$ cat src/sv/fpa_pkg.sv
`timescale 1ns / 1ps
// ----------------------------------------------------------------------------
// fpa_pkg
// Shared constants, operation codes and the stage word of the Q24.8 ALU.
// ----------------------------------------------------------------------------
package fpa_pkg;

  localparam int FRAC_BITS = 8;
  localparam int WORD_W    = 32;
  localparam int OP_W      = 4;
  // quotient bits produced by the divider chain, one per cell
  localparam int QUO_W     = WORD_W + FRAC_BITS;
  localparam int PROD_W    = 2 * WORD_W;

  localparam logic [OP_W-1:0] OP_ADD      = 4'd0;
  localparam logic [OP_W-1:0] OP_SUB      = 4'd1;
  localparam logic [OP_W-1:0] OP_MUL      = 4'd2;
  localparam logic [OP_W-1:0] OP_DIV      = 4'd3;
  localparam logic [OP_W-1:0] OP_MIN      = 4'd4;
  localparam logic [OP_W-1:0] OP_MAX      = 4'd5;
  localparam logic [OP_W-1:0] OP_INC      = 4'd6;
  localparam logic [OP_W-1:0] OP_DEC      = 4'd7;
  localparam logic [OP_W-1:0] OP_TO_INT   = 4'd8;
  localparam logic [OP_W-1:0] OP_FROM_INT = 4'd9;

  typedef struct packed {
    logic [OP_W-1:0]          op;
    logic signed [WORD_W-1:0] res;      // result of the simple operations
    logic                     lt;
    logic                     eq;
    logic                     gt;
    logic                     dz;
    logic signed [PROD_W-1:0] prod;     // exact product
    logic                     quo_neg;  // sign of the quotient
    logic [WORD_W-1:0]        den;      // divisor magnitude
    logic [WORD_W-1:0]        rem;      // partial remainder
    logic [QUO_W-1:0]         num;      // numerator bits still to shift in
    logic [QUO_W-1:0]         quo;      // quotient bits so far
  } stage_t;

endpackage

$ cat src/sv/fpa_prep.sv
`timescale 1ns / 1ps
// ----------------------------------------------------------------------------
// fpa_prep
// Entry stage: simple operations, flags, product and divider setup.
// ----------------------------------------------------------------------------
module fpa_prep (
  input  logic                             clk_i,
  input  logic                             rst_ni,
  input  logic                             en_i,
  input  logic                             valid_i,
  input  logic [fpa_pkg::OP_W-1:0]         operation_i,
  input  logic signed [fpa_pkg::WORD_W-1:0] operand_a_i,
  input  logic signed [fpa_pkg::WORD_W-1:0] operand_b_i,
  output logic                             valid_o,
  output fpa_pkg::stage_t                  stage_o
);

  logic                             valid_q;
  fpa_pkg::stage_t                  stage_d, stage_q;
  logic [fpa_pkg::WORD_W-1:0]       mag_a, mag_b;

  always_comb begin
    mag_a = operand_a_i[fpa_pkg::WORD_W-1] ? (~operand_a_i + 1'b1) : operand_a_i;
    mag_b = operand_b_i[fpa_pkg::WORD_W-1] ? (~operand_b_i + 1'b1) : operand_b_i;
    stage_d         = '0;
    stage_d.op      = operation_i;
    stage_d.lt      = operand_a_i < operand_b_i;
    stage_d.eq      = operand_a_i == operand_b_i;
    stage_d.gt      = operand_a_i > operand_b_i;
    stage_d.dz      = (operation_i == fpa_pkg::OP_DIV) && (operand_b_i == '0);
    stage_d.prod    = operand_a_i * operand_b_i;
    stage_d.quo_neg = operand_a_i[fpa_pkg::WORD_W-1] ^ operand_b_i[fpa_pkg::WORD_W-1];
    stage_d.den     = mag_b;
    stage_d.rem     = '0;
    stage_d.num     = {mag_a, {fpa_pkg::FRAC_BITS{1'b0}}};
    stage_d.quo     = '0;
    case (operation_i)
      fpa_pkg::OP_ADD:      stage_d.res = operand_a_i + operand_b_i;
      fpa_pkg::OP_SUB:      stage_d.res = operand_a_i - operand_b_i;
      fpa_pkg::OP_MIN:      stage_d.res = (operand_b_i < operand_a_i) ? operand_b_i
                                                                      : operand_a_i;
      fpa_pkg::OP_MAX:      stage_d.res = (operand_b_i > operand_a_i) ? operand_b_i
                                                                      : operand_a_i;
      fpa_pkg::OP_INC:      stage_d.res = operand_a_i + 32'sd1;
      fpa_pkg::OP_DEC:      stage_d.res = operand_a_i - 1;
      fpa_pkg::OP_TO_INT:   stage_d.res = operand_a_i >>> fpa_pkg::FRAC_BITS;
      fpa_pkg::OP_FROM_INT: stage_d.res = operand_a_i <<< fpa_pkg::FRAC_BITS;
      default:              stage_d.res = '0;
    endcase
  end

  always_ff @(posedge clk_i or negedge rst_ni) begin
    if (!rst_ni) begin
      valid_q <= 1'b0;
    end else if (en_i) begin
      valid_q <= valid_i;
    end
  end

  always_ff @(posedge clk_i) begin
    if (en_i) begin
      stage_q <= stage_d;
    end
  end

  assign valid_o = valid_q;
  assign stage_o = stage_q;

endmodule

$ cat config.mk
export PLATFORM = sky130hd
export DESIGN_NAME = fpa_prep
export DESIGN_NICKNAME = d
export VERILOG_FILES = /design/src/sv/fpa_pkg.sv /design/src/sv/fpa_prep.sv
export SDC_FILE = /design/constraint.sdc
export NUM_CORES = 2
export LEC_CHECK = 0
export BUFFER_PORTS_ARGS = -buffer_cell sky130_fd_sc_hd__buf_2
export CORE_MARGIN = 2
export CORE_UTILIZATION = 45
export DETAILED_ROUTE_END_ITERATION = 12
export PLACE_DENSITY = 0.66
export SLEW_MARGIN = 5
export SYNTH_ARGS = -nofsm -noshare
export SYNTH_HDL_FRONTEND = slang
export SYNTH_SLANG_ARGS = --single-unit
export TNS_END_PERCENT = 50
$ cat constraint.sdc
create_clock -name clk_i -period 1.4 [get_ports clk_i]
set_input_delay 0.28 -clock clk_i [delete_from_list [all_inputs] [get_ports clk_i]]
set_output_delay 0.28 -clock clk_i [all_outputs]
set_load 0.02 [all_outputs]
# After elaboration in Yosys (flattened, before gate mapping)

Cells that the tools add are included.

Flip-flop bits (word level): 170
Output and inout port bits: 250
Bits of input ports: 72
Logic and storage cells: 44

Magnitude comparators: 4
Multipliers: 1
Reduce and logical (&&, ||, !) cells: 3
Bitwise gates (word level): 3
Equality and inequality tests: 9
Mux-type cells: 5
Add/subtract/negate cells: 6

Operators with widths:

| kind                  | count |
|---|---|
| $pmux 32 s8           | 1 |
| $add 32x1->32 const B | 2 |
| $gt 32x32->1          | 2 |
| $lt 32x32->1          | 2 |
| $mul 32x32->64        | 1 |
| $mux 32               | 2 |
| $not 32->32           | 2 |
| $mux 31               | 2 |
| $add 32x2->32 const B | 1 |
| $add 32x32->32        | 1 |
| $eq 32x32->1          | 1 |
| $logic_not 32->1      | 1 |
| $sub 32x2->32 const B | 1 |
| $sub 32x32->32        | 1 |
| $eq 4x3->1 const B    | 4 |
| $eq 4x4->1 const B    | 2 |
| $eq 4x1->1 const B    | 1 |
| $eq 4x2->1 const B    | 1 |
| $logic_not 4->1       | 1 |
| $logic_and 1x1->1     | 1 |
| $xor 1x1->1           | 1 |

# Depth between registers and ports, before layout

Depth after elaboration: 3
Depth in mapped cells: 29
Gate-level depth less buffers: 27

# Worst setup path before layout

OpenSTA, ideal clock, no wires.

Path kind: input port to flip-flop
From: input operand_a_i[31] (netlist bit)
To: register stage_q (netlist bit stage_o[203]), data pin
Stages: 28
Path slack: -7.027 ns
Library setup time: 0.259 ns
Data arrival time: 8.168 ns
Required time: 1.141 ns
Buffers on the path: 3
Cells stage by stage: clkbuf_1 > clkbuf_1 > clkbuf_1 > nand2_1 > inv_1 > fa_1 > inv_1 > fa_1 > inv_1 > fa_1 > fa_1 > inv_1 > fa_1 > inv_1 > fa_1 > inv_1 > fa_1 > inv_1 > fa_1 > ha_1 > and3_1 > nand4_1 > nor2_1 > and3_1 > and3_1 > a2111oi_0 > o21ai_0 > xnor2_1

RTL lines:

| element                | line           | source |
|---|---|---|
| start: declaration     | fpa_prep.sv:12 | `input logic signed [fpa_pkg::WORD_W-1:0] operand_a_i,` |
| end signal: assignment | fpa_prep.sv:62 | `stage_q <= stage_d;` |
| end: declaration       | fpa_prep.sv:19 | `fpa_pkg::stage_t stage_d, stage_q;` |

==> impl_metrics.csv <==
group,metric,value,unit
detailed_routing,post-route-drc-count,0,
worst_setup_path,worstPathRequired,1.69,ns
floorplanning,start_util,45.5,%
timing,hold_viol,0,
timing,finalMaxSlewViolations,0,
timing,worst_slew_margin_rel,53.2,%
place,dp_hpwl,132,mm
worst_setup_path,cp_max_fo,7,
detailed_routing,firstDrtPassIters,7,
synthesis,synthTopCellsByCount,"fa_1 (1,084), inv_1 (1,019), nand2_1 (580)",
clock_network,clkSinkCount,170,
detailed_routing,via_per_inst,5.33,
synthesis,async_reset_ff_share,0.588,%
detailed_routing,wire_per_inst,22.2,um
synthesis,syn_area,48100,um^2
clock_network,htree_num_levels,4,
timing,finalCritPeriodShare,505,%
worst_setup_path,startpoint,"operand_a_i[7]",
worst_setup_path,cp-start-kind,"input port",
synthesis,ys.flop_type,"edfxtp_1",
synthesis,synth_most_common_cell,"fa_1",
floorplanning,die_h,331,um
synthesis,syn_avg_cell_area,9.51,um^2
worst_setup_path,endpoint,"stage_o[208]",
place,dpl_cell_area,57900,um^2
synthesis,yosysTopAreaCell,"fa_1",
global_routing,gr-total-overflow,0,
synthesis,ys_top_cells_by_area,"fa_1 (45%), edfxtp_1 (11%), inv_1 (8.0%), ha_1 (7.3%), and2_1 (5.9%)",
timing,tightest_slew,0.695,ns
global_routing,grt_max_degree,54,
status,violations,"negative setup slack",
timing,fin_tns_setup,-399.92,ns
floorplanning,core,106000,um^2
synthesis,synth_cell_types,78,
clock_network,clk_pin_slew_worst_paths,0.08,ns
timing,fin_ws,-5.66,ns
synthesis,synth_top_area_share,45.1,%
place,dp.cells,7271,
detailed_routing,drtIter0Drc,2856,
worst_setup_path,rr_endpoint,"valid_o",
floorplanning,die_x,331,um
timing,setup_violations,164,
worst_setup_path,end_kind,"flop",
status,status,"finished with violations",
global_routing,antenna_found_initial,9,
synthesis,synthCells,5059,
clock_network,cts_root_buffer,"clkbuf_16",
finish,syn2layout_area_growth,31.5,%
timing,finalCriticalPeriod,7.06,ns
global_routing,track_usage,30.7,%
place,finalWeightedCongestion,0.965,
timing,fmax,142,MHz
synthesis,synth-edff-count,169,
timing,skew,0,ns
floorplanning,io_pins,322,
worst_setup_path,cp.arrival,7.35,ns
detailed_routing,wirelength,166,mm
detailed_routing,ant_nets,0,
finish,final_area,63200,um^2
job,max_cap_viol_count,0,
finish,nNetsFinal,7471,
place,io_buffer_count,241,
clock_network,cts_inserted_buffers,17,
floorplanning,die_area,109000,um^2
worst_setup_path,crit_type,"input port to flop",
clock_network,clk_latency,0.53,ns
clock_network,cts_tree,"built",
finish,instances_no_fill,7444,
timing,grt_setup_unrepaired,"true",
floorplanning,rows,119,
clock_network,cts_buffer_depth,2,
worst_setup_path,reg2reg_depth,1,
synthesis,yosysSeqAreaShare,10.6,%
global_routing,grt_pass1_wl,251,mm
synthesis,synth-seq-cells,170,
detailed_routing,routed-via-count,39700,
worst_setup_path,reg2reg_from,"valid_o",
global_routing,grt_pass1_vias,42900,
finish,drive_above_1_share,29.5,%
synthesis,synth_warnings,0,
worst_setup_path,rrSetupSlack,0.65,ns
min_path,hp-class,"input port to async pin",
metal layers:
| metal | vias to the layer above | GRT usage (%) | part of all wire (%) | routed length [um] |
|---|---|---|---|---|
| li1 | 17200 | - | - | - |
| met2 | 1711 | 51.0 | 49 | 80400 |
| met1 | 20300 | 38.3 | 37 | 61600 |
| met5 | - | 0 | 0.0072 | 12 |
| met4 | 2 | 14.8 | 5.7 | 9420 |
| met3 | 450 | 6.41 | 8.6 | 14200 |
registers in the layout (all words and copies together) (netlist names):
signal and flops:
valid_o 1, stage_o 169
stage by stage:
| stage | worst slack [ns] | utilization (%) | hold slack (ns) |
|---|---|---|---|
| 5_1_grt | -5.85 | 59.8 | 0.0676 |
| 3_3_place_gp | -6.45 | 54.8 | 0.0544 |
| 4_1_cts | -5.63 | 58.4 | 0.00292 |
| 2_1_floorplan | -6.24 | - | -0.0156 |
| 3_5_place_dp | -6.50 | 54.8 | 0.0583 |
| 6_report | -5.66 | 59.8 | 0.0522 |
worst max-delay path, cell delays in order:
cell	delay [ns]
buf_12	0.12
buf_12	0.13
buf_8	0.12
buf_6	0.11
and2_4	0.13
fa_1	0.52
inv_2	0.04
fa_1	0.51
inv_2	0.04
fa_1	0.52
fa_1	0.55
fa_1	0.61
fa_1	0.45
fa_1	0.51
fa_1	0.60
ha_4	0.22
buf_6	0.12
a21o_1	0.18
a21oi_4	0.18
o21ai_4	0.13
a211oi_4	0.36
o31ai_4	0.14
a311oi_2	0.24
buf_4	0.18
o21ai_1	0.06
a21oi_1	0.17
xnor2_1	0.09
cell families (layout without fill, tap and decap cells):
group / count (synthesis) / after routing / synth area share [%]
compound gates: 515 / 515 / 7.15
simple gates: 1391 / 1391 / 14.3
other cells: 1 / 86 / 0.00780
mux: 6 / 6 / 0.130
buf+inv: 1402 / 2311 / 11.6
fa+ha+maj: 1365 / 1365 / 52.4
flops: 170 / 170 / 10.6
xor+xnor: 209 / 209 / 3.81
final cells by class:
class,instances,area (um^2)
antenna,6,15.0
clock buffer,18,429
clock inverter,14,180
fill,8616,42500
inverter,1022,3880
multi-input combinational,3566,40600
sequential,170,5100
tap,1391,1740
timing repair buffer,1257,11300
placed cells by master (no fill, tap or decap), drive strengths merged, types with 15 or more instances in the layout:
master  instances
fa           1084
nand4          25
inv          1024
a221o          16
and3           24
o31ai          15
a21oi         152
a21o           58
edfxtp        169
nand3          32
nor3           30
and2          454
buf          1242
a31oi          23
xor2           44
or3            19
xnor2         165
nor2          143
o21a           18
nand2         580
conb           80
nand2b         28
clkbuf         24
a222oi         18
ha            281
o21ai          97
how the worst min path moves through the flow:
stage | from | endpoint | slack [ns] | depth (start not counted)
after detailed placement | rst_ni | valid_o | 0.06 | 1
final | rst_ni | valid_o | 0.05 | 2
after global placement | rst_ni | valid_o | 0.05 | 1
after CTS | rst_ni | valid_o | 0.003 | 2
after global routing | rst_ni | valid_o | 0.07 | 2
after floorplan | rst_ni | valid_o | -0.02 | 0
repair_timing:
action                                  4_1_cts  5_1_grt
hold buffers                                  2        0
gates resized for setup                     517      245
hold endpoints to repair                      2        0
cloned                                       15        4
pin swaps                                   307      191
endpoints found under the setup margin      203      214
setup buffers                                80       59
Power is not shown: default switching activity piles up to over one toggle a cycle in this logic, so the estimate is an artifact.
