<file path="src/sv/fpa_pkg.sv">
`timescale 1ns / 1ps
// ----------------------------------------------------------------------------
// fpa_pkg
// Shared constants, operation codes and the stage word of the Q24.8 ALU.
// ----------------------------------------------------------------------------
package fpa_pkg;

  localparam int FRAC_BITS = 8;
  localparam int WORD_W    = 32;
  localparam int OP_W      = 4;
  // quotient bits produced by the divider chain, one per cell
  localparam int QUO_W     = WORD_W + FRAC_BITS;
  localparam int PROD_W    = 2 * WORD_W;

  localparam logic [OP_W-1:0] OP_ADD      = 4'd0;
  localparam logic [OP_W-1:0] OP_SUB      = 4'd1;
  localparam logic [OP_W-1:0] OP_MUL      = 4'd2;
  localparam logic [OP_W-1:0] OP_DIV      = 4'd3;
  localparam logic [OP_W-1:0] OP_MIN      = 4'd4;
  localparam logic [OP_W-1:0] OP_MAX      = 4'd5;
  localparam logic [OP_W-1:0] OP_INC      = 4'd6;
  localparam logic [OP_W-1:0] OP_DEC      = 4'd7;
  localparam logic [OP_W-1:0] OP_TO_INT   = 4'd8;
  localparam logic [OP_W-1:0] OP_FROM_INT = 4'd9;

  typedef struct packed {
    logic [OP_W-1:0]          op;
    logic signed [WORD_W-1:0] res;      // result of the simple operations
    logic                     lt;
    logic                     eq;
    logic                     gt;
    logic                     dz;
    logic signed [PROD_W-1:0] prod;     // exact product
    logic                     quo_neg;  // sign of the quotient
    logic [WORD_W-1:0]        den;      // divisor magnitude
    logic [WORD_W-1:0]        rem;      // partial remainder
    logic [QUO_W-1:0]         num;      // numerator bits still to shift in
    logic [QUO_W-1:0]         quo;      // quotient bits so far
  } stage_t;

endpackage

</file>
<file path="src/sv/fpa_fin.sv">
`timescale 1ns / 1ps
// ----------------------------------------------------------------------------
// fpa_fin
// Output stage: round product and quotient, apply signs, select result.
// ----------------------------------------------------------------------------
module fpa_fin (
  input  logic                              clk_i,
  input  logic                              rst_ni,
  input  logic                              en_i,
  input  logic                              valid_i,
  input  fpa_pkg::stage_t                   stage_i,
  output logic                              valid_o,
  output logic signed [fpa_pkg::WORD_W-1:0] result_o,
  output logic                              less_than_o,
  output logic                              equal_o,
  output logic                              greater_than_o,
  output logic                              divide_by_zero_o
);

  logic                             valid_q;
  logic [fpa_pkg::WORD_W-1:0]       res_d, res_q;
  logic [3:0]                       flags_q;
  logic [fpa_pkg::PROD_W-1:0]       pmag, pround;
  logic [fpa_pkg::WORD_W-1:0]       pres, qres;
  logic [fpa_pkg::QUO_W-1:0]        qround;

  always_comb begin
    pmag   = stage_i.prod[fpa_pkg::PROD_W-1] ? (~stage_i.prod + 1'b1) : stage_i.prod;
    pround = (pmag + (fpa_pkg::PROD_W'(1) << (fpa_pkg::FRAC_BITS - 1)))
             >> fpa_pkg::FRAC_BITS;
    pres   = stage_i.prod[fpa_pkg::PROD_W-1] ? (~pround[fpa_pkg::WORD_W-1:0] + 1'b1)
                                             : pround[fpa_pkg::WORD_W-1:0];
    // round up when twice the remainder reaches the divisor
    qround = stage_i.quo + fpa_pkg::QUO_W'({stage_i.rem, 1'b0} >= {1'b0, stage_i.den});
    qres   = stage_i.quo_neg ? (~qround[fpa_pkg::WORD_W-1:0] + 1'b1)
                             : qround[fpa_pkg::WORD_W-1:0];
    case (stage_i.op)
      fpa_pkg::OP_MUL: res_d = pres;
      fpa_pkg::OP_DIV: res_d = stage_i.dz ? '0 : qres;
      default:         res_d = stage_i.res;
    endcase
  end

  always_ff @(posedge clk_i or negedge rst_ni) begin
    if (!rst_ni) begin
      valid_q <= 1'b0;
    end else if (en_i) begin
      valid_q <= valid_i;
    end
  end

  always_ff @(posedge clk_i) begin
    if (en_i) begin
      res_q   <= res_d;
      flags_q <= {stage_i.lt, stage_i.eq, stage_i.gt, stage_i.dz};
    end
  end

  assign valid_o          = valid_q;
  assign result_o         = res_q;
  assign less_than_o      = flags_q[3];
  assign equal_o          = flags_q[2];
  assign greater_than_o   = flags_q[1];
  assign divide_by_zero_o = flags_q[0];

endmodule

</file>
<file path="config.mk">
export PLATFORM = sky130hd
export DESIGN_NAME = fpa_fin
export DESIGN_NICKNAME = d
export VERILOG_FILES = /design/src/sv/fpa_pkg.sv /design/src/sv/fpa_fin.sv
export SDC_FILE = /design/constraint.sdc
export NUM_CORES = 1
export LEC_CHECK = 0
export BUFFER_PORTS_ARGS = -buffer_cell sky130_fd_sc_hd__buf_4
export CAP_MARGIN = 20
export CORE_ASPECT_RATIO = 0.5
export CORE_MARGIN = 4
export CORE_UTILIZATION = 35
export DETAILED_ROUTE_END_ITERATION = 10
export GPL_TIMING_DRIVEN = 1
export PLACE_DENSITY = 0.63
export SYNTH_ARGS = -nofsm -noshare
export SYNTH_HDL_FRONTEND = slang
export SYNTH_SLANG_ARGS = --single-unit
export TNS_END_PERCENT = 30
</file>
<file path="constraint.sdc">
create_clock -name clk_i -period 1.25 [get_ports clk_i]
set_clock_uncertainty 0.2 [all_clocks]
set_input_delay 0.1875 -clock clk_i [delete_from_list [all_inputs] [get_ports clk_i]]
set_output_delay 0.1875 -clock clk_i [all_outputs]
set_load 0.1 [all_outputs]
</file>
; Word-level counts from Yosys, hierarchy flattened
; Cells that the tools add are included.
[op_classes]
n_addsub = 5
order_cmp = 1
eq_ne = 2
n_mux = 5
bitwise = 3
[ops]
columns = operator, n
row1 = $mux W32, 3
row2 = $add A32 B1 Y32 const B, 2
row3 = $not A32 Y32, 2
row4 = $pmux W32 S2, 1
row5 = $add A40 B1 Y40 const B, 1
row6 = $add A40 B8 Y40 const B, 1
row7 = $mux W40, 1
row8 = $not A40 Y40, 1
row9 = $ge A33 B32 Y1, 1
row10 = $add A32 B1 Y32, 1
row11 = $eq A4 B2 Y1 const B, 2
[totals]
reg_bits = 37
inputBits = 253
out_inout_bits = 37
word_cells = 19

; Logic depth before layout (Yosys ltp)
; Gate-level depths: netlist of run 1.
[depth]
word_depth = 8
depth_mapped = 29
depth_no_buf = 29

; Least setup slack after synthesis of run 1
; No wires, ideal clock.
[synth_timing]
path_kind = input-to-reg
from = in stage_i[208] in the netlist's numbering
to = reg res_q, in the netlist result_o[28], data pin
setup_ns = 0.264
arrival_time_ns = 5.816
t_required_ns = 0.786
path_slack_ns = -5.030
stages = 22
path_buffers = 8
path_cell_list = clkbuf_1 > buf_1 > clkbuf_1 > buf_1 > clkbuf_1 > clkbuf_1 > clkbuf_1 > o21ai_0 > xnor2_1 > ha_1 > nand2_1 > o311ai_0 > o21ai_0 > or4_1 > buf_2 > nor2_1 > xor2_1 > or4b_4 > or4_4 > o41ai_2 > xor2_1 > o21ai_1
[synth_via]
elab_chain_len = 6
[synth_rtl]
columns = item, line_no
row1 = start: declaration, fpa_fin.sv:11  ; input fpa_pkg::stage_t stage_i,
row2 = $mux W40, fpa_fin.sv:28  ; pmag = stage_i.prod[fpa_pkg::PROD_W-1] ? (~stage_i.prod + 1'b1) : stage_i.prod;
row3 = $add A40 B8 Y40, fpa_fin.sv:29  ; pround = (pmag + (fpa_pkg::PROD_W'(1) << (fpa_pkg::FRAC_BITS - 1)))
row4 = $not A32 Y32, fpa_fin.sv:31  ; pres = stage_i.prod[fpa_pkg::PROD_W-1] ? (~pround[fpa_pkg::WORD_W-1:0] + 1'b1)
row5 = $add A32 B1 Y32, fpa_fin.sv:31
row6 = $mux W32 *, fpa_fin.sv:31
row7 = $pmux W32 S2 *, fpa_fin.sv:37  ; case (stage_i.op)
row8 = net res_d (one bit), fpa_fin.sv:21  ; logic [fpa_pkg::WORD_W-1:0] res_d, res_q;
row9 = end signal: assignment, fpa_fin.sv:54  ; res_q <= res_d;
row10 = end: declaration, fpa_fin.sv:21
; Mark *: on every way through the listed nets, which the timed path passes. The rest lies on a longest branch.
; A chain may end at the register's enable or synchronous reset.

; Worst setup path in the final report of run 1
[layout_timing]
from = in stage_i[80] in the netlist's numbering
to = reg res_q, in the netlist result_o[28], data pin
[layout_via]
elab_chain_len = 7
[layout_rtl]
columns = item, line_no
row1 = $ge A33 B32 Y1 *, fpa_fin.sv:34  ; qround = stage_i.quo + fpa_pkg::QUO_W'({stage_i.rem, 1'b0} >= {1'b0, stage_i.den});
row2 = $add A32 B1 Y32 *, fpa_fin.sv:34
row3 = $not A32 Y32, fpa_fin.sv:35  ; qres = stage_i.quo_neg ? (~qround[fpa_pkg::WORD_W-1:0] + 1'b1)
row4 = $add A32 B1 Y32, fpa_fin.sv:35
row5 = $mux W32 *, fpa_fin.sv:35
row6 = $mux W32 *, fpa_fin.sv:39  ; fpa_pkg::OP_DIV: res_d = stage_i.dz ? '0 : qres;
row7 = $pmux W32 S2 *, fpa_fin.sv:37
row8 = net res_d (one bit), fpa_fin.sv:21
; Marked as above.

==> impl_metrics.json, run 1 <==
{
  "grt_use_total": 0.2401,
  "cts_tree": "built",
  "root_buffer": "clkbuf_16",
  "clock_latency_ns": 0.28,
  "startpoint_type": "input port",
  "crit_slowest_cell": "or2_4",
  "fin_tns_setup_ns": -104.26,
  "synth_edf_count": 36,
  "fmax_mhz": 199.2,
  "synth_warnings": 0,
  "rsz0062_at_grt": "yes",
  "hold_depth": 3,
  "hp-start": "stage_i[216]",
  "required_ns": 1.09,
  "layout-drive-gt1-share": 0.4578,
  "port_buffers": 218,
  "grt.busiest_layer": "met2",
  "worstPathArrival_ns": 4.86,
  "n_antenna_cell": 0,
  "setup_viol": 62,
  "timing.final.ws_setup_ns": -3.771,
  "place.gp.congestion": 0.9180,
  "fp.dieArea_um2": 22010,
  "async_reset_ff_frac": 0.02703,
  "layout.nets": 1710,
  "max-slew-margin-rel": 0.5866,
  "pre_cts_ws_ns": -4.160,
  "use_met2": 0.3991,
  "grt_first_pass_wirelength_um": 43530,
  "vias": 8960,
  "finalCritPeriodShare": 4.017,
  "clkSlewWorstSetupHoldPaths_ns": 0.06,
  "cp_common_cell": "o21a_1",
  "finalHoldViolCount": 0,
  "antenna_found_initial": 0,
  "post-place-cells": 1653,
  "use_met3": 0.02146,
  "path_max_fanout": 4,
  "ys_ff_latch": 37,
  "outcome": "finished, violations left",
  "slowest_delay_ns": 0.29,
  "holdWs_ns": 0.0005716,
  "worst_slew_pin_slew_ns": 0.6159,
  "hpwl_um": 22740,
  "drt-total-wl_um": 27630,
  "dr.pass1.iters": 5,
  "hold_end": "result_o[3]",
  "r2r_end": "valid_o",
  "initialDrtViolationCount": 486,
  "syn_nets": 1214,
  "numCtsBuffers": 5,
  "wl_per_cell_um": 16.43,
  "ant_nets": 0,
  "hp-class": "input port to flip-flop",
  "syn_area_um2": 6850,
  "synthDistinctLibCells": 73,
  "reg2reg_from": "valid_o",
  "p_leak_nw": 5.413,
  "yosysSeqAreaShare": 0.1615,
  "rows": 35,
  "end_kind": "flip-flop",
  "syn-instance-count": 925,
  "drc": 0,
  "stdcell_count": 1681,
  "start_util": 0.3646,
  "syn_avg_cell_area_um2": 7.406,
  "grt_pass1_vias": 8970,
  "chipHeight_um": 106.9,
  "pin_count": 290,
  "slew_violations": 0,
  "final_cell_area_um2": 12070,
  "ff2ff_setup_slack_ns": 0.26,
  "power.total_mw": 7.311,
  "cts.htree.levels": 2,
  "nFillCells": 1588,
  "use_met1": 0.3348,
  "areaGrowthSynthToFinish_pct": 76.16,
  "multiInputGateArea_um2": 5936,
  "die_w_um": 205.9,
  "rr_worst_depth": 1,
  "grt-ovfl-total": 0,
  "ys.flop_type": "edfxtp_1",
  "powerDensity_nw_per_um2": 605.8,
  "viasPerCell": 5.330,
  "core-area_um2": 18790,
  "violations": "negative setup slack",
  "ir_drop_v": 0.0004623,
  "post_dp_cell_area_um2": 11160,
  "cts_num_sinks": 37,
  "clockBufferDepth": 2,
  "min_period_ns": 5.021,
  "crit_type": "input port to flip-flop",
  "regArea_um2": 1106,
  "post-route-util": 0.6424,
  "drv_cap": 0,
  "grt_max_degree": 29
}
## per-layer routing
metal / routed length [um] / share of wire
met5: 0 / 0
met4: 726 / 0.026
met3: 1825 / 0.066
met2: 12750 / 0.46
met1: 12320 / 0.45
## flip-flops by register name (all words and copies together) (netlist names)
signal    flops
result_o     32
flags_q       4
valid_o       1
## critical path, delay by kind of cell
family	cells	cell delay, ns
buffers and inverters	3	0.40
XOR/XNOR	1	0.12
multiplexers	1	0.15
adder cells (fa/ha/maj)	3	0.59
AO/OA/AOI/OAI	16	2.43
AND/OR/NAND/NOR	6	0.98
## cell usage in the layout (no fill, tap or decap), types with 12 or more instances in the layout
| cell type | instances |
|---|---|
| ha_1 | 32 |
| and3_1 | 13 |
| a21o_1 | 16 |
| a22oi_1 | 24 |
| xnor2_1 | 81 |
| buf_6 | 46 |
| nand4_1 | 18 |
| o21ai_0 | 40 |
| a31oi_1 | 12 |
| o21ai_1 | 27 |
| or3_1 | 20 |
| xor2_1 | 38 |
| nand3_1 | 30 |
| buf_4 | 479 |
| inv_1 | 49 |
| nor3_1 | 21 |
| xnor2_2 | 12 |
| a21oi_1 | 28 |
| edfxtp_1 | 36 |
| o21a_1 | 13 |
| nand2_1 | 64 |
| nor2_1 | 63 |
## power breakdown
part           internal [mW]  total, mW  switching, mW
clock                  0.934       1.44          0.506
combinational           1.92       4.29           2.37
sequential              1.50       1.58         0.0770
## cells in the mapped netlist (4+ instances only)
cell,instances,area (um2)
o221ai_1,7,61.31
o221a_2,4,45.04
buf_1,8,30.03
xor2_1,42,367.9
o21ai_0,68,340.3
xnor2_1,93,814.5
nand2_1,71,266.5
nand3_1,34,170.2
and2_1,11,68.82
and3_1,13,81.33
o211ai_1,6,45.04
nand4_1,18,112.6
a211oi_1,7,52.55
edfxtp_1,36,1081
mux2i_1,9,90.09
o2111ai_1,4,35.03
nand2b_1,10,62.56
ha_1,36,450.4
a22oi_1,27,202.7
or2_2,6,37.54
nor3_1,31,155.2
a21oi_1,32,160.2
nor3b_1,5,37.54
clkbuf_1,40,150.1
nor4_1,14,87.58
o21a_1,13,97.59
or3_1,21,131.4
inv_1,50,187.7
mux2_2,6,67.56
o31ai_1,15,112.6
and3b_1,4,35.03
or4_1,10,75.07
nor2_1,70,262.8
a21o_1,16,120.1
a31oi_1,13,81.33
o21ai_1,8,40.04
## cells by family after synthesis
logic type,after synthesis,synth area share
and+or+nand+nor,337,0.2579
AOI/OAI and AO/OA,262,0.2603
xor gates and xnor gates,135,0.1726
buffers and inverters,103,0.05899
DFF,37,0.1615
adders and majority gates,36,0.06575
muxes,15,0.02301
## worst max path at each step
stage	to	slack [ns]	cells after the start	start
after global routing	result_o[31]	-4.04	31	stage_i[113]
after global placement	result_o[25]	-4.06	29	stage_i[113]
final	result_o[28]	-3.77	30	stage_i[80]
after floorplan	result_o[28]	-3.78	22	stage_i[208]
after detailed placement	result_o[31]	-4.16	31	stage_i[113]
after CTS	result_o[31]	-3.72	30	stage_i[80]
## repair_timing
action | CTS | global route
buffers inserted | 12 | 5
endpoints found under the setup margin | 69 | 69
pin swaps | 33 | 24
endpoints found under the hold margin | 9 | 0
gates resized for setup | 97 | 34
cloned | 0 | 0
hold buffers | 9 | 0
## area by class of cell
type | count | share of cell area
clock inverters | 3 | 0.003421
clock buffers | 5 | 0.01037
repair buffers | 541 | 0.3596
well taps | 259 | 0.02685
inverters | 51 | 0.01628
multi-input cells | 785 | 0.4919
flip-flops and latches | 37 | 0.09165
Power figures use the tool's default switching activity.
==> run 2, diff against run 1 <==
Settings changed: CORE_ASPECT_RATIO 0.5 to 1.2.
==> run 2 against run 1 <==
Effect of this change: the run still ends with negative setup slack left; fmax decreased by 0.78%; clock-buffer cell count grew 1; power decreased by 3.1%; routed wire length down 3.6%; critical path depth shrank 1; setup slack worse by 0.039 ns; clock power decreased by 8%; largest cell class unchanged; largest power group unchanged.
==> impl_metrics.json, run 2 (synthesized netlist as in run 1, its figures left out) <==
{
  "numCtsBuffers": 5,
  "grt-ovfl-total": 0,
  "final_cell_mix": "489 x buf_4, 85 x xnor2_1, 66 x nand2_1",
  "nFillCells": 1722,
  "root_buffer": "clkbuf_16",
  "pre_cts_ws_ns": -4.091,
  "start_util": 0.3594,
  "worst_slew_pin_slew_ns": 0.6244,
  "drv_cap": 0,
  "grt_pass1_vias": 8689,
  "path_max_fanout": 8,
  "fp.dieArea_um2": 21880,
  "antenna_found_initial": 0,
  "hold_depth": 3,
  "r2r_end": "valid_o",
  "hold_end": "result_o[2]",
  "crit_type": "input port to flip-flop",
  "crit_slowest_cell": "a221o_2",
  "max-slew-margin-rel": 0.5807,
  "largest_reg_flops": 32,
  "fin_tns_setup_ns": -105.89,
  "rows": 55,
  "min_period_ns": 5.060,
  "grt_use_total": 0.2331,
  "slew_violations": 0,
  "pin_count": 290,
  "wl_per_cell_um": 15.80,
  "timing.final.ws_setup_ns": -3.810,
  "hpwl_um": 22040,
  "die_w_um": 135.7,
  "core-area_um2": 19060,
  "slowest_delay_ns": 0.41,
  "hp-start": "stage_i[215]",
  "post-route-util": 0.6284,
  "p_leak_nw": 5.387,
  "powerDensity_nw_per_um2": 591.2,
  "areaGrowthSynthToFinish_pct": 74.85,
  "drt-total-wl_um": 26640,
  "finalHoldViolCount": 0,
  "reg2reg_from": "valid_o",
  "vias": 8809,
  "n_antenna_cell": 0,
  "cts_num_sinks": 37,
  "ant_nets": 0,
  "required_ns": 1.08,
  "initialDrtViolationCount": 643,
  "viasPerCell": 5.225,
  "finalCritPeriodShare": 4.048,
  "startpoint_type": "input port",
  "cp_common_cell": "o21a_1",
  "rsz0062_at_grt": "yes",
  "clkSlewWorstSetupHoldPaths_ns": 0.06,
  "worstPathArrival_ns": 4.89,
  "final_common_cell": "buf_4",
  "drc": 0,
  "end_kind": "flip-flop",
  "layout.nets": 1718,
  "ff2ff_setup_slack_ns": 0.23,
  "grt_max_degree": 45,
  "port_buffers": 218,
  "cts_tree": "built",
  "clockBufferDepth": 2,
  "rr_worst_depth": 1,
  "layout-drive-gt1-share": 0.4545,
  "grt_first_pass_wirelength_um": 42350,
  "clock_latency_ns": 0.29,
  "outcome": "finished, violations left",
  "hp-class": "input port to flip-flop",
  "fmax_mhz": 197.6,
  "place.gp.congestion": 0.8981,
  "ir_drop_v": 0.0006003,
  "violations": "negative setup slack",
  "chipHeight_um": 161.3,
  "dr.pass1.iters": 5,
  "setup_viol": 54,
  "cts.htree.levels": 2
}
[run 2: per-stage QoR]
stage	instance area [um2]	cells	hold WS [ns]	power, mW
after floorplan	7144	925	-0.3081	3.782
after global placement	11180	1657	-0.2373	5.461
after detailed placement	11180	1657	-0.2353	5.498
after CTS	11770	1681	0.002702	7.009
after global routing	11980	1686	0.01429	7.476
final	11980	1686	0.003122	7.081
[run 2: layout make-up]
cell class | count | area (um2) | share of cell area
Timing Repair Buffer | 549 | 4369 | 0.3648
Tap cell | 256 | 320.3 | 0.02674
Clock inverter | 2 | 13.76 | 0.001149
Clock buffer | 6 | 138.9 | 0.01160
Sequential cell | 37 | 1106 | 0.09234
Multi-Input combinational cell | 785 | 5833 | 0.4870
Inverter | 51 | 196.4 | 0.01640
[run 2: power breakdown]
part	total [mW]	switching [mW]	internal, mW
clock network	1.32	0.525	0.794
registers	1.56	0.0615	1.50
logic	4.20	2.31	1.89
total	7.08	2.90	4.18
[run 2: critical path, delay by kind of cell]
| kind | cells | cell delay, ns |
|---|---|---|
| AOI/OAI and AO/OA | 14 | 2.39 |
| and+or+nand+nor | 8 | 1.19 |
| muxes | 1 | 0.15 |
| adders and majority gates | 3 | 0.66 |
| xor gates and xnor gates | 1 | 0.09 |
| buffers and inverters | 2 | 0.21 |
[run 2: per-layer routing]
metal / global-route usage / up-vias / wire (um) / part of all wire
li1: - / 4438 / - / -
met1: 0.2980 / 4084 / 11520 / 0.43
met2: 0.4271 / 249 / 13420 / 0.50
met3: 0.01869 / 38 / 1206 / 0.045
met4: 0.04629 / 0 / 503 / 0.019
met5: 0 / - / 0 / 0
[run 2: worst max-delay path by stage]
stage,end,slack [ns],start
6_report,result_o[28],-3.81,stage_i[80]
3_5_place_dp,result_o[31],-4.09,stage_i[113]
5_1_grt,result_o[28],-4.15,stage_i[113]
2_1_floorplan,result_o[28],-3.78,stage_i[208]
4_1_cts,result_o[24],-3.73,stage_i[113]
3_3_place_gp,result_o[28],-4.02,stage_i[113]
[run 2: timing repair]
action	in CTS	in global routing
gates resized for setup	81	35
buffers inserted	6	8
hold buffers	10	0
endpoints found under the setup margin	69	69
hold endpoints to repair	10	0
pin swaps	37	44
