File: config.mk
export PLATFORM = sky130hd
export DESIGN_NAME = fpa_cell
export DESIGN_NICKNAME = d
export VERILOG_FILES = /design/src/sv/fpa_pkg.sv /design/src/sv/fpa_cell.sv
export SDC_FILE = /design/constraint.sdc
export NUM_CORES = 1
export LEC_CHECK = 0
export BUFFER_PORTS_ARGS = -buffer_cell sky130_fd_sc_hd__clkbuf_2
export CAP_MARGIN = 20
export CORE_AREA = 2 2 196 198
export CTS_BUF_LIST = sky130_fd_sc_hd__clkbuf_8
export CTS_CLUSTER_DIAMETER = 150
export DETAILED_ROUTE_END_ITERATION = 8
export DIE_AREA = 0 0 198 200
export GPL_ROUTABILITY_DRIVEN = 0
export PLACE_DENSITY = 0.56
export SETUP_SLACK_MARGIN = 0.4
export SLEW_MARGIN = 20
export SYNTH_ARGS = -nofsm -noshare
export SYNTH_HDL_FRONTEND = slang
export SYNTH_SLANG_ARGS = --single-unit
File: constraint.sdc
create_clock -name clk_i -period 1.9 [get_ports clk_i]
set_input_delay 0.095 -clock clk_i [delete_from_list [all_inputs] [get_ports clk_i]]
set_output_delay 0.095 -clock clk_i [all_outputs]
set_load 0.01 [all_outputs]
File: src/sv/fpa_pkg.sv
`timescale 1ns / 1ps
// ----------------------------------------------------------------------------
// fpa_pkg
// Shared constants, operation codes and the stage word of the Q24.8 ALU.
// ----------------------------------------------------------------------------
package fpa_pkg;

  localparam int FRAC_BITS = 8;
  localparam int WORD_W    = 32;
  localparam int OP_W      = 4;
  // quotient bits produced by the divider chain, one per cell
  localparam int QUO_W     = WORD_W + FRAC_BITS;
  localparam int PROD_W    = 2 * WORD_W;

  localparam logic [OP_W-1:0] OP_ADD      = 4'd0;
  localparam logic [OP_W-1:0] OP_SUB      = 4'd1;
  localparam logic [OP_W-1:0] OP_MUL      = 4'd2;
  localparam logic [OP_W-1:0] OP_DIV      = 4'd3;
  localparam logic [OP_W-1:0] OP_MIN      = 4'd4;
  localparam logic [OP_W-1:0] OP_MAX      = 4'd5;
  localparam logic [OP_W-1:0] OP_INC      = 4'd6;
  localparam logic [OP_W-1:0] OP_DEC      = 4'd7;
  localparam logic [OP_W-1:0] OP_TO_INT   = 4'd8;
  localparam logic [OP_W-1:0] OP_FROM_INT = 4'd9;

  typedef struct packed {
    logic [OP_W-1:0]          op;
    logic signed [WORD_W-1:0] res;      // result of the simple operations
    logic                     lt;
    logic                     eq;
    logic                     gt;
    logic                     dz;
    logic signed [PROD_W-1:0] prod;     // exact product
    logic                     quo_neg;  // sign of the quotient
    logic [WORD_W-1:0]        den;      // divisor magnitude
    logic [WORD_W-1:0]        rem;      // partial remainder
    logic [QUO_W-1:0]         num;      // numerator bits still to shift in
    logic [QUO_W-1:0]         quo;      // quotient bits so far
  } stage_t;

endpackage

File: src/sv/fpa_cell.sv
`timescale 1ns / 1ps
// ----------------------------------------------------------------------------
// fpa_cell
// One restoring-division step: shift in a numerator bit, trial subtract.
// ----------------------------------------------------------------------------
module fpa_cell (
  input  logic            clk_i,
  input  logic            rst_ni,
  input  logic            en_i,
  input  logic            valid_i,
  input  fpa_pkg::stage_t stage_i,
  output logic            valid_o,
  output fpa_pkg::stage_t stage_o
);

  logic                         valid_q;
  fpa_pkg::stage_t              stage_d, stage_q;
  logic [fpa_pkg::WORD_W:0]     shifted;
  logic [fpa_pkg::WORD_W:0]     diff;
  logic                         fits;

  always_comb begin
    shifted = {stage_i.rem, stage_i.num[fpa_pkg::QUO_W-1]};
    diff    = shifted - {1'b0, stage_i.den};
    fits    = shifted >= {1'b0, stage_i.den};
    stage_d      = stage_i;
    stage_d.num  = {stage_i.num[fpa_pkg::QUO_W-2:0], 1'b0};
    stage_d.quo  = {stage_i.quo[fpa_pkg::QUO_W-2:0], fits};
    stage_d.rem  = fits ? diff[fpa_pkg::WORD_W-1:0] : shifted[fpa_pkg::WORD_W-1:0];
  end

  always_ff @(posedge clk_i or negedge rst_ni) begin
    if (!rst_ni) begin
      valid_q <= 1'b0;
    end else if (en_i) begin
      valid_q <= valid_i;
    end
  end

  always_ff @(posedge clk_i) begin
    if (en_i) begin
      stage_q <= stage_d;
    end
  end

  assign valid_o = valid_q;
  assign stage_o = stage_q;

endmodule

Yosys cells after proc, flatten, opt, wreduce, memory -nomap -nowiden
Cells that the tools add are included.
{"block": "word_totals", "ff_bits": 249, "in_bits": 253}
{"block": "classes", "n_addsub": 1, "n_lt_le_gt_ge": 1, "mux": 1}
{"operator": "33-bit by 32-bit >= comparator with 1-bit output", "count": 1}
{"operator": "32-bit two-way mux", "count": 1}
{"operator": "32-bit subtractor", "count": 1}

Longest topological paths before layout
Gate-level depths: netlist of run 1.
{"block": "depth", "word_depth": 2, "mapped_depth": 13, "ltp_nobuf": 12}

Worst setup path before layout of run 1
Ideal clock, no wire load.
{"block": "synth_path", "kind": "in2reg", "startpoint": "input stage_i[119] (netlist bit)", "endpoint": "register stage_q (netlist bit stage_o[103]) (data pin)", "setup_time_ns": 0.262, "t_arrival_ns": 2.604, "t_required_ns": 1.638, "setup_slack_ns": -0.966, "path_stages": 12, "n_path_buf": 2, "path_cell_list": "inv_1 -> ha_1 -> buf_2 -> nand4_1 -> or4_1 -> a21oi_1 -> nor3_1 -> a211oi_2 -> o21ai_2 -> o31ai_4 -> buf_4 -> mux2_1"}
{"item": "start, declared", "line": "fpa_cell.sv:11", "text": "input fpa_pkg::stage_t stage_i,"}
{"item": "end signal, assigned", "line": "fpa_cell.sv:42", "text": "stage_q <= stage_d;"}
{"item": "end, declared", "line": "fpa_cell.sv:17", "text": "fpa_pkg::stage_t stage_d, stage_q;"}

==> flow_summary_export.csv, run 1 <==
group,metric,value,unit
timing,setup_violations,33,
layout,fill_cells,3263,
power,combPwrFrac,20.7,%
power,ir_drop,0.0004573,V
power,pwr-share-seq,44.3,%
synth,ys_seq_elements,249,
run,maxCapViolations,0,
run_status,violations,"hold timing, setup timing",
clock_network,clock_latency,0.55,ns
clock_network,cts_root_buffer,"clkbuf_8",
synth,netlist_area,9704,µm²
route,postRouteAntennaNets,0,
power,power.internal,11250,µW
timing,fin_ws,-0.4135,ns
layout,drive_gt1_share,50.58,%
layout,multi_input_comb_area,2399,µm²
timing,fin_worst_skew,0,ns
global_routing,grt_pass1_vias,9327,
die,die_area,39600,µm²
power,pwr_density_cell,856.8,nW/µm²
die,fp.coreArea,37400,µm²
die,die_w,198,µm
global_routing,track_usage,19.62,%
timing,min_period_over_period,121.8,%
clock_network,cts.htree.levels,2,
setup_path,crit_arrival,2.62,ns
die,num_io_pins,503,
synth,syn_nets,883,
timing,rsz0062_at_grt,"yes",
synth,ys_seq_area_share,77.00,%
power,clockPowerShare,35.0,%
global_routing,gr-total-overflow,0,
synth,synthCells,597,
placed_design,place_inst,1704,
route,via_per_inst,4.352,
synth,synth_area_leader_cell,"edfxtp_1",
route,drt_iter0_markers,337,
global_routing,grt_pass1_wl,57150,µm
power,swShare,26.75,%
layout,layout.cells.non_filler,2061,
timing,fin_setup_tns,-10.89,ns
min_path,hold_path_startpoint,"stage_i[111]",
global_routing,antenna_found_initial,3,
power,leakage,0.007948,µW
setup_path,crit_start,"stage_i[120]",
run_status,outcome,"finished with violations",
power,p_sw,4107,µW
min_path,holdCritPathClass,"in2reg",
die,rows,71,
die,start_util,25.95,%
clock_network,numCtsBuffers,45,
timing,max_freq,0.4323,GHz
clock_network,clock_path_buffers,3,
die,die_y,200,µm
timing,hold_viol_final,1,
clock_network,cts.clk_slew.worst_paths,0.06,ns
timing,min_period,2.313,ns
setup_path,critPathKind,"in2reg",
synth,ys_top_cells_by_area,"edfxtp_1, ha_1, a21oi_1",
route,drt_wl_total,40740,µm
synth,avgSynthCellArea,16.26,µm²
placed_design,io_buffer_count,500,
placed_design,dp_slack,-1.131,ns
setup_path,r2r_cells,1,
setup_path,r2r-start,"valid_o",
timing,drv_slew,0,
setup_path,start_kind,"input port",
route,wire_per_inst,19.77,µm
route,vias,8970,
timing,whs,-0.01544,ns
layout,fin_nets,1797,
synth,synth_top_area_share,76.74,%
layout,area_growth,84.68,%
synth,ys_types,50,
setup_path,endpoint_kind,"flip-flop",
placed_design,hpwl,28940,µm
setup_path,crit_required,2.21,ns
synth,yosys_warnings,0,
clock_network,cts.sinks,249,
clock_network,tritoncts,"yes",
route,drc,0,
route,detail_route.first_pass.iterations,5,
clock_network,holdBufCountCts,251,
global_routing,grt_max_degree,49,
setup_path,crit_end,"stage_o[83]",
setup_path,r2r_setup_slack,1.16,ns
setup_path,rr_endpoint,"valid_o",
setup_path,crit_fanout,6,
layout,final-seq-area,7472,µm²
==> per-layer routing <==
metal	up-vias	track usage (%)	share of wire (%)
met5	-	0	0.027
met4	2	8.716	4.1
met3	78	5.074	6.6
met2	432	34.83	51
met1	4353	22.31	38
li1	4105	-	-
==> synth_stat cells, drive strengths merged <==
| cell type | n |
|---|---|
| nor4 | 4 |
| mux2i | 1 |
| a311oi | 1 |
| fa | 1 |
| buf | 12 |
| o2111ai | 1 |
| a21oi | 56 |
| a31oi | 5 |
| nand3 | 8 |
| nor3 | 2 |
| and3 | 1 |
| conb | 1 |
| o21ai | 18 |
| dfrtp | 1 |
| nor2 | 35 |
| or2 | 1 |
| xor2 | 12 |
| and2 | 2 |
| nand4 | 8 |
| a211o | 1 |
| nor2b | 3 |
| o21a | 6 |
| a2bb2oi | 2 |
| or4 | 2 |
| inv | 38 |
| nand3b | 1 |
| nand2 | 26 |
| o41ai | 1 |
| xnor2 | 15 |
| o211ai | 4 |
| nand2b | 3 |
| o31ai | 2 |
| clkbuf | 7 |
| a211oi | 4 |
| o22ai | 2 |
| mux2 | 11 |
| a21o | 12 |
| and4 | 2 |
| nand4b | 1 |
| o21bai | 3 |
| ha | 32 |
| o311a | 1 |
| edfxtp | 248 |
==> flip-flops by register name, indices dropped and copies added, names as in the netlist <==
| register | cells |
|---|---|
| valid_o | 1 |
| stage_o | 248 |
==> cells in the final DEF (no fill, tap or decap), drive strengths merged, types with 3 or more instances in the layout <==
cell type	instances
ha	32
dlygate4sd3	251
xor2	12
clkinvlp	3
edfxtp	248
buf	143
nor2b	3
nand2b	3
a21oi	56
xnor2	15
inv	46
nand4	8
bufinv	5
o21ai	18
clkbuf	539
nor2	35
a21o	12
o211ai	4
o21a	6
nand3	8
nand2	26
o21bai	3
a31oi	5
mux2	11
clkinv	21
a211oi	4
nor4	4
==> worst max-delay path, cell delays in order <==
cell      delay, ns
buf_8          0.07
inv_4          0.03
ha_4           0.25
nand4_1        0.21
or4_4          0.60
a21oi_2        0.13
nor3_2         0.07
a211oi_2       0.23
o21ai_2        0.11
o31ai_4        0.24
buf_6          0.16
buf_8          0.13
mux2_4         0.30
==> timing repair <==
item,CTS,global route
endpoints found under the setup margin,33,33
cloned,4,1
setup buffers,14,1
gates resized for setup,63,50
pin swaps,13,7
hold endpoints to repair,284,1
==> metrics by stage <==
step / instance area, µm² / power, µW / util, %
final: 17920 / 15360 / 47.92
after global routing: 17920 / 16030 / 47.91
after CTS: 17700 / 15430 / 47.32
after detailed placement: 13820 / 9347 / 36.95
after global placement: 13820 / 9332 / 36.95
after floorplan: 9887 / 7868 / -
==> cell families (layout without fill, tap and decap cells) <==
logic type                 after synthesis  after routing  share of synthesized area (%)
AOI/OAI and AO/OA                      119            119                          7.543
xor gates and xnor gates                27             27                          2.437
adders and majority gates               33             33                          4.332
buffers and inverters                   57           1008                          2.475
DFF                                    249            249                          77.00
muxes                                   12             12                          1.380
other                                    1              3                        0.03864
and+or+nand+nor                         99             99                          4.796
==> power groups by stage <==
stage / logic, µW / clock network, µW / registers [µW]
2_1_floorplan: 728 / 0 / 7140
3_3_place_gp: 2440 / 0 / 6890
3_5_place_dp: 2450 / 0 / 6890
4_1_cts: 3100 / 5530 / 6790
5_1_grt: 3400 / 5790 / 6840
6_report: 3190 / 5370 / 6800
==> how the worst min path moves through the flow <==
stage,slack (ns),end,cells past startpoint
after floorplan,-0.20,valid_o,0
after global placement,-0.12,valid_o,1
after detailed placement,-0.13,valid_o,1
after CTS,-0.11,stage_o[109],4
after global routing,-0.06,stage_o[109],4
final,-0.02,stage_o[109],4
==> area by class of cell <==
type                       instances  area share [%]
sequential                       249           41.69
inverter                          38          0.9076
multi-input combinational        291           13.38
antenna                            2         0.02793
tap                              511           3.567
clock buffer                      47           3.609
timing repair buffer             886           35.16
clock inverter                    37           1.655
No activity file was read; power rests on OpenSTA's default activity.
==> run 2: changes to the inputs <==
--- a/config.mk
+++ b/config.mk
@@ -15,6 +15,7 @@
 export GPL_ROUTABILITY_DRIVEN = 0
 export PLACE_DENSITY = 0.56
 export SETUP_SLACK_MARGIN = 0.4
+export SKIP_LAST_GASP = 1
 export SLEW_MARGIN = 20
 export SYNTH_ARGS = -nofsm -noshare
 export SYNTH_HDL_FRONTEND = slang
==> run 2 against run 1 <==
  * Worst hold slack better by 0.00071 ns
  * The flow still finishes with violations (hold timing, setup timing)
  * Critical path depth unchanged
  * Global-route usage hardly changed
  * Highest routed layer unchanged
  * Final cell count stayed put
  * Combinational power about the same
  * Sequential share of layout area about the same
  * Design area barely moved
  * Die area stayed put
  * Power about the same
  * Via count hardly changed
  * Wire length hardly changed
==> flow_summary_export.csv, run 2 (synthesized netlist as in run 1, its figures left out) <==
group,metric,value,unit
run_status,outcome,"finished with violations",
run_status,violations,"hold timing, setup timing",
setup_path,crit_fanout,6,
layout,final-seq-area,7472,µm²
setup_path,crit_required,2.21,ns
power,leakage,0.007948,µW
setup_path,crit_arrival,2.62,ns
run,maxCapViolations,0,
clock_network,cts.clk_slew.worst_paths,0.06,ns
die,num_io_pins,503,
layout,multi_input_comb_area,2387,µm²
timing,fin_setup_tns,-10.69,ns
die,fp.coreArea,37400,µm²
timing,drv_slew,0,
clock_network,cts.sinks,249,
layout,final_common_cell,"clkbuf_2",
timing,whs,-0.01473,ns
die,rows,71,
timing,fin_worst_skew,0,ns
placed_design,io_buffer_count,500,
route,drt_iter0_markers,328,
die,die_y,200,µm
clock_network,clock_latency,0.55,ns
route,wire_per_inst,19.76,µm
layout,finish.utilization,47.90,%
layout,drive_gt1_share,50.39,%
setup_path,start_kind,"input port",
die,die_area,39600,µm²
timing,min_period_over_period,121.4,%
setup_path,critPathKind,"in2reg",
setup_path,path_common_cell,"buf_8",
layout,largest_reg_flops,248,
route,detail_route.first_pass.iterations,5,
timing,fin_ws,-0.4063,ns
layout,fin_nets,1797,
route,via_per_inst,4.349,
clock_network,tritoncts,"yes",
timing,max_freq,0.4336,GHz
placed_design,place_inst,1704,
clock_network,clock_path_buffers,3,
layout,mostFrequentLayoutCells,"clkbuf_2, dlygate4sd3_1, edfxtp_1",
timing,hold_viol_final,1,
clock_network,cts.htree.levels,2,
setup_path,endpoint_kind,"flip-flop",
clock_network,numCtsBuffers,45,
clock_network,holdBufCountCts,251,
power,ir_drop,0.0004573,V
die,die_w,198,µm
power,pwr_density_cell,856.7,nW/µm²
setup_path,cp_cell_sequence,"buf_8 -> inv_4 -> ha_4 -> nand4_1 -> or4_4 -> a21oi_2 -> nor3_2 -> a211oi_2 -> o21ai_2 -> o31ai_4 -> buf_6 -> buf_8 -> mux2_4",
timing,setup_violations,33,
route,drt_wl_total,40720,µm
layout,layout.cells.non_filler,2061,
global_routing,track_usage,19.59,%
route,postRouteAntennaNets,0,
setup_path,cpMaxStageDelayCell,"or4_4",
clock_network,cts_root_buffer,"clkbuf_8",
setup_path,max_stage_delay,0.59,ns
global_routing,gr-total-overflow,0,
global_routing,grt_pass1_wl,57080,µm
timing,rsz0062_at_grt,"yes",
route,drc,0,
layout,fill_cells,3262,
placed_design,hpwl,28940,µm
route,vias,8963,
timing,min_period,2.306,ns
die,start_util,25.95,%
global_routing,antenna_found_initial,3,
min_path,holdCritPathClass,"in2reg",
global_routing,grt_max_degree,49,
layout,area_growth,84.61,%
global_routing,grt_pass1_vias,9322,
run 2: area by class of cell:
class / instances / area share, %
Antenna cell: 2 / 0.02794
Clock buffer: 47 / 3.611
Clock inverter: 37 / 1.655
Inverter: 38 / 0.9079
Multi-Input combinational cell: 291 / 13.33
Sequential cell: 249 / 41.71
Tap cell: 511 / 3.569
Timing Repair Buffer: 886 / 35.19
run 2: critical path: cells and delay by family:
kind	cells	cell delay, ns
compound gates	4	0.71
mux	1	0.30
buf+inv	4	0.39
fa+ha+maj	1	0.25
simple gates	3	0.86
run 2: metal layers:
layer  routed length, µm  track usage, %
met3                2603           5.074
met4                1664           8.716
met5                  11               0
met1               15530           22.28
met2               20900           34.78
run 2: worst paths after layout:
path | from | to | slack (ns) | depth (start not counted)
min in group asynchronous | rst_ni | valid_o | 0.41 | 3
max | stage_i[120] | stage_o[83] | -0.41 | 13
min reg2reg | valid_o | valid_o | 0.51 | 1
max in group asynchronous | rst_ni | valid_o | 1.39 | 3
min | stage_i[111] | stage_o[109] | -0.01 | 4
max reg2reg | valid_o | valid_o | 1.16 | 1
run 2: where the power goes:
group          leakage, µW  internal [µW]  switching [µW]  total, µW
logic              0.00500           1620            1560       3180
clock network     0.000513           3000            2370       5370
registers          0.00244           6630             173       6800
run 2: metrics by stage:
stage                     worst slack, ns  total power, µW  instance area [µm²]
after floorplan                   -0.8493             7868                 9887
after global placement             -1.075             9332                13820
after detailed placement           -1.131             9347                13820
after CTS                         -0.3861            15410                17680
after global routing              -0.4357            16020                17910
final                             -0.4063            15350                17910
run 2: what timing repair did:
action	CTS	global route
hold endpoints to repair	284	1
endpoints found under the setup margin	33	33
gates resized for setup	57	53
buffers inserted	14	1
cloned	4	1
pin swaps	13	7
==> run 3: changes to the inputs <==
--- a/config.mk
+++ b/config.mk
@@ -7,13 +7,13 @@
 export LEC_CHECK = 0
 export BUFFER_PORTS_ARGS = -buffer_cell sky130_fd_sc_hd__clkbuf_2
 export CAP_MARGIN = 20
-export CORE_AREA = 2 2 196 198
+export CORE_AREA = 2 2 197 199
 export CTS_BUF_LIST = sky130_fd_sc_hd__clkbuf_8
 export CTS_CLUSTER_DIAMETER = 150
 export DETAILED_ROUTE_END_ITERATION = 8
-export DIE_AREA = 0 0 198 200
+export DIE_AREA = 0 0 199 201
 export GPL_ROUTABILITY_DRIVEN = 0
-export PLACE_DENSITY = 0.56
+export PLACE_DENSITY = 0.55
 export SETUP_SLACK_MARGIN = 0.4
 export SKIP_LAST_GASP = 1
 export SLEW_MARGIN = 20
==> constraint.sdc (replaced) <==
create_clock -name clk_i -period 2.6 [get_ports clk_i]
set_input_delay 0.13 -clock clk_i [delete_from_list [all_inputs] [get_ports clk_i]]
set_output_delay 0.13 -clock clk_i [all_outputs]
set_load 0.01 [all_outputs]
==> run 3 against run 2 <==
  * Sequential power down 27%
  * Critical endpoint is now stage_o[109]
  * Global-route usage down 1.3 points
  * Largest cell class unchanged
  * Flip-flop and latch count unchanged
  * Register-to-register slack better by 0.69 ns
  * The flow now finishes without violations
  * Power down 29%
  * Die area up 1.0%
  * Critical path depth up 2
  * Wire length down 6.9%
  * Clock skew unchanged
  * Sequential share of layout area up 0.98 points
  * Worst setup slack better by 0.59 ns
  * Via count down 3.5%
==> flow_summary_export.csv, run 3 (synthesized netlist as in run 1, its figures left out) <==
group,metric,value,unit
timing,max_slew_margin,53.54,%
power,pwr-share-seq,45.6,%
route,wire_per_inst,18.72,µm
die,start_util,25.47,%
setup_path,crit_arrival,2.73,ns
global_routing,antenna_found_initial,6,
power,power.internal,8000,µW
route,detail_route.first_pass.iterations,6,
layout,area_growth,80.35,%
min_path,holdPathEnd,"stage_o[81]",
timing,whs,0.1295,ns
run,maxCapViolations,0,
die,die_y,201,µm
timing,max_freq,0.4147,GHz
min_path,hold_path_startpoint,"stage_i[113]",
placed_design,hpwl,26680,µm
power,pwr_density_cell,621.5,nW/µm²
setup_path,r2r-start,"valid_o",
clock_network,cts.clk_slew.worst_paths,0.06,ns
layout,largest_reg_flops,248,
setup_path,endpoint_kind,"flip-flop",
setup_path,r2r_cells,1,
clock_network,tritoncts,"yes",
power,swShare,26.46,%
timing,drv_slew,0,
setup_path,r2r_setup_slack,1.85,ns
setup_path,rr_endpoint,"valid_o",
route,vias,8647,
die,die_w,199,µm
min_path,holdPathStages,3,
global_routing,grt_pass1_vias,9322,
layout,mostFrequentLayoutCells,"clkbuf_2, dlygate4sd3_1, edfxtp_1",
clock_network,cts.sinks,249,
timing,min_period_over_period,92.75,%
power,combPwrFrac,20.4,%
setup_path,crit_required,2.91,ns
route,drt_wl_total,37920,µm
power,clockPowerShare,34.0,%
layout,fin_nets,1760,
clock_network,clock_path_buffers,3,
placed_design,dpl-instance-area,13580,µm²
layout,fill_cells,3438,
timing,rsz0062_at_grt,"yes",
placed_design,io_buffer_count,500,
power,p_sw,2878,µW
timing,fin_setup_tns,0,ns
min_path,holdCritPathClass,"in2reg",
clock_network,cts_root_buffer,"clkbuf_8",
route,postRouteAntennaNets,0,
timing,setup_violations,0,
die,rows,72,
route,via_per_inst,4.268,
clock_network,clock_latency,0.57,ns
layout,layout.cells.non_filler,2026,
clock_network,numCtsBuffers,46,
placed_design,place_inst,1678,
clock_network,cts.htree.levels,2,
global_routing,gr-total-overflow,0,
layout,drive_gt1_share,48.07,%
setup_path,start_kind,"input port",
layout,final_cell_area,17500,µm²
timing,hold_viol_final,0,
route,drc,0,
route,drt_iter0_markers,341,
die,die_area,40000,µm²
global_routing,track_usage,18.34,%
die,num_io_pins,503,
run_status,outcome,"finished, final reports clean",
timing,worst_pin_slew,0.6937,ns
timing,fin_worst_skew,0,ns
setup_path,critPathKind,"in2reg",
timing,min_period,2.411,ns
power,leakage,0.007770,µW
power,ir_drop,0.0004042,V
setup_path,crit_fanout,4,
global_routing,grt_pass1_wl,54520,µm
layout,final_common_cell,"clkbuf_2",
global_routing,grt_max_degree,55,
die,fp.coreArea,38110,µm²
## run 3: cell count changes in the layout (fill, tap and decap cells not counted), moves of 3 or more
| cell | before | now |
|---|---|---|
| buf_6 | 14 | 6 |
| clkinv_1 | 9 | 3 |
| clkinvlp_4 | 3 | 0 |
| inv_1 | 38 | 49 |
| inv_4 | 3 | 0 |
| clkinv_2 | 12 | 3 |
| buf_4 | 114 | 77 |
| clkbuf_2 | 490 | 494 |
## run 3: worst max-delay path by stage
stage | from | end | cells past startpoint
finish | stage_i[119] | stage_o[109] | 15
global route | stage_i[119] | stage_o[81] | 16
CTS | stage_i[117] | stage_o[93] | 13
detailed placement | stage_i[79] | stage_o[110] | 13
global placement | stage_i[79] | stage_o[110] | 13
floorplan | stage_i[119] | stage_o[103] | 12
## run 3: worst max-delay path, cell delays in order
cell       delay (ns)
clkbuf_16        0.12
inv_12           0.03
ha_4             0.24
nand4_1          0.19
or4_4            0.60
a21oi_4          0.15
nor3_4           0.07
a211oi_2         0.27
o21ai_2          0.11
o31ai_4          0.21
buf_4            0.15
buf_6            0.11
clkbuf_16        0.17
buf_8            0.11
o22ai_2          0.06
## run 3: final cells by class
type	instances	area, µm²	share of cell area (%)
sequential	249	7472	42.69
timing repair buffer	848	6001	34.29
multi-input combinational	291	2337	13.35
clock buffer	49	674.4	3.853
tap	518	648.1	3.703
clock inverter	29	203.9	1.165
inverter	38	155.1	0.8865
antenna	4	10.01	0.05719
## run 3: layer usage
| layer | GRT usage (%) | wire [µm] | vias to the layer above |
|---|---|---|---|
| li1 | - | - | 4026 |
| met4 | 9.595 | 2021 | 2 |
| met5 | 0 | 16 | - |
| met2 | 33.20 | 19370 | 363 |
| met3 | 5.208 | 2693 | 97 |
| met1 | 19.08 | 13820 | 4159 |
## run 3: per-stage QoR
stage	worst slack, ns	power (µW)	util [%]
after detailed placement	-0.5503	6749	35.64
after global placement	-0.4902	6736	35.64
after floorplan	-0.1843	5749	-
after CTS	0.2895	10940	45.46
final	0.1885	10880	45.93
after global routing	0.1711	11360	45.93
## run 3: timing repair
| item | 4_1_cts | 5_1_grt |
|---|---|---|
| resized for setup | 52 | 26 |
| setup endpoints to repair | 27 | 33 |
| hold endpoints to repair | 291 | 1 |
| gates cloned | 3 | 2 |
| hold buffers | 251 | 1 |
| pin swaps | 20 | 6 |
| buffers inserted | 8 | 1 |
## run 3: power by group through the flow
stage	Sequential, µW	Clock, µW	Combinational (µW)
final	4960	3700	2220
after CTS	4960	3810	2170
after floorplan	5220	0	532
after detailed placement	5030	0	1720
after global routing	4990	3990	2380
after global placement	5030	0	1700
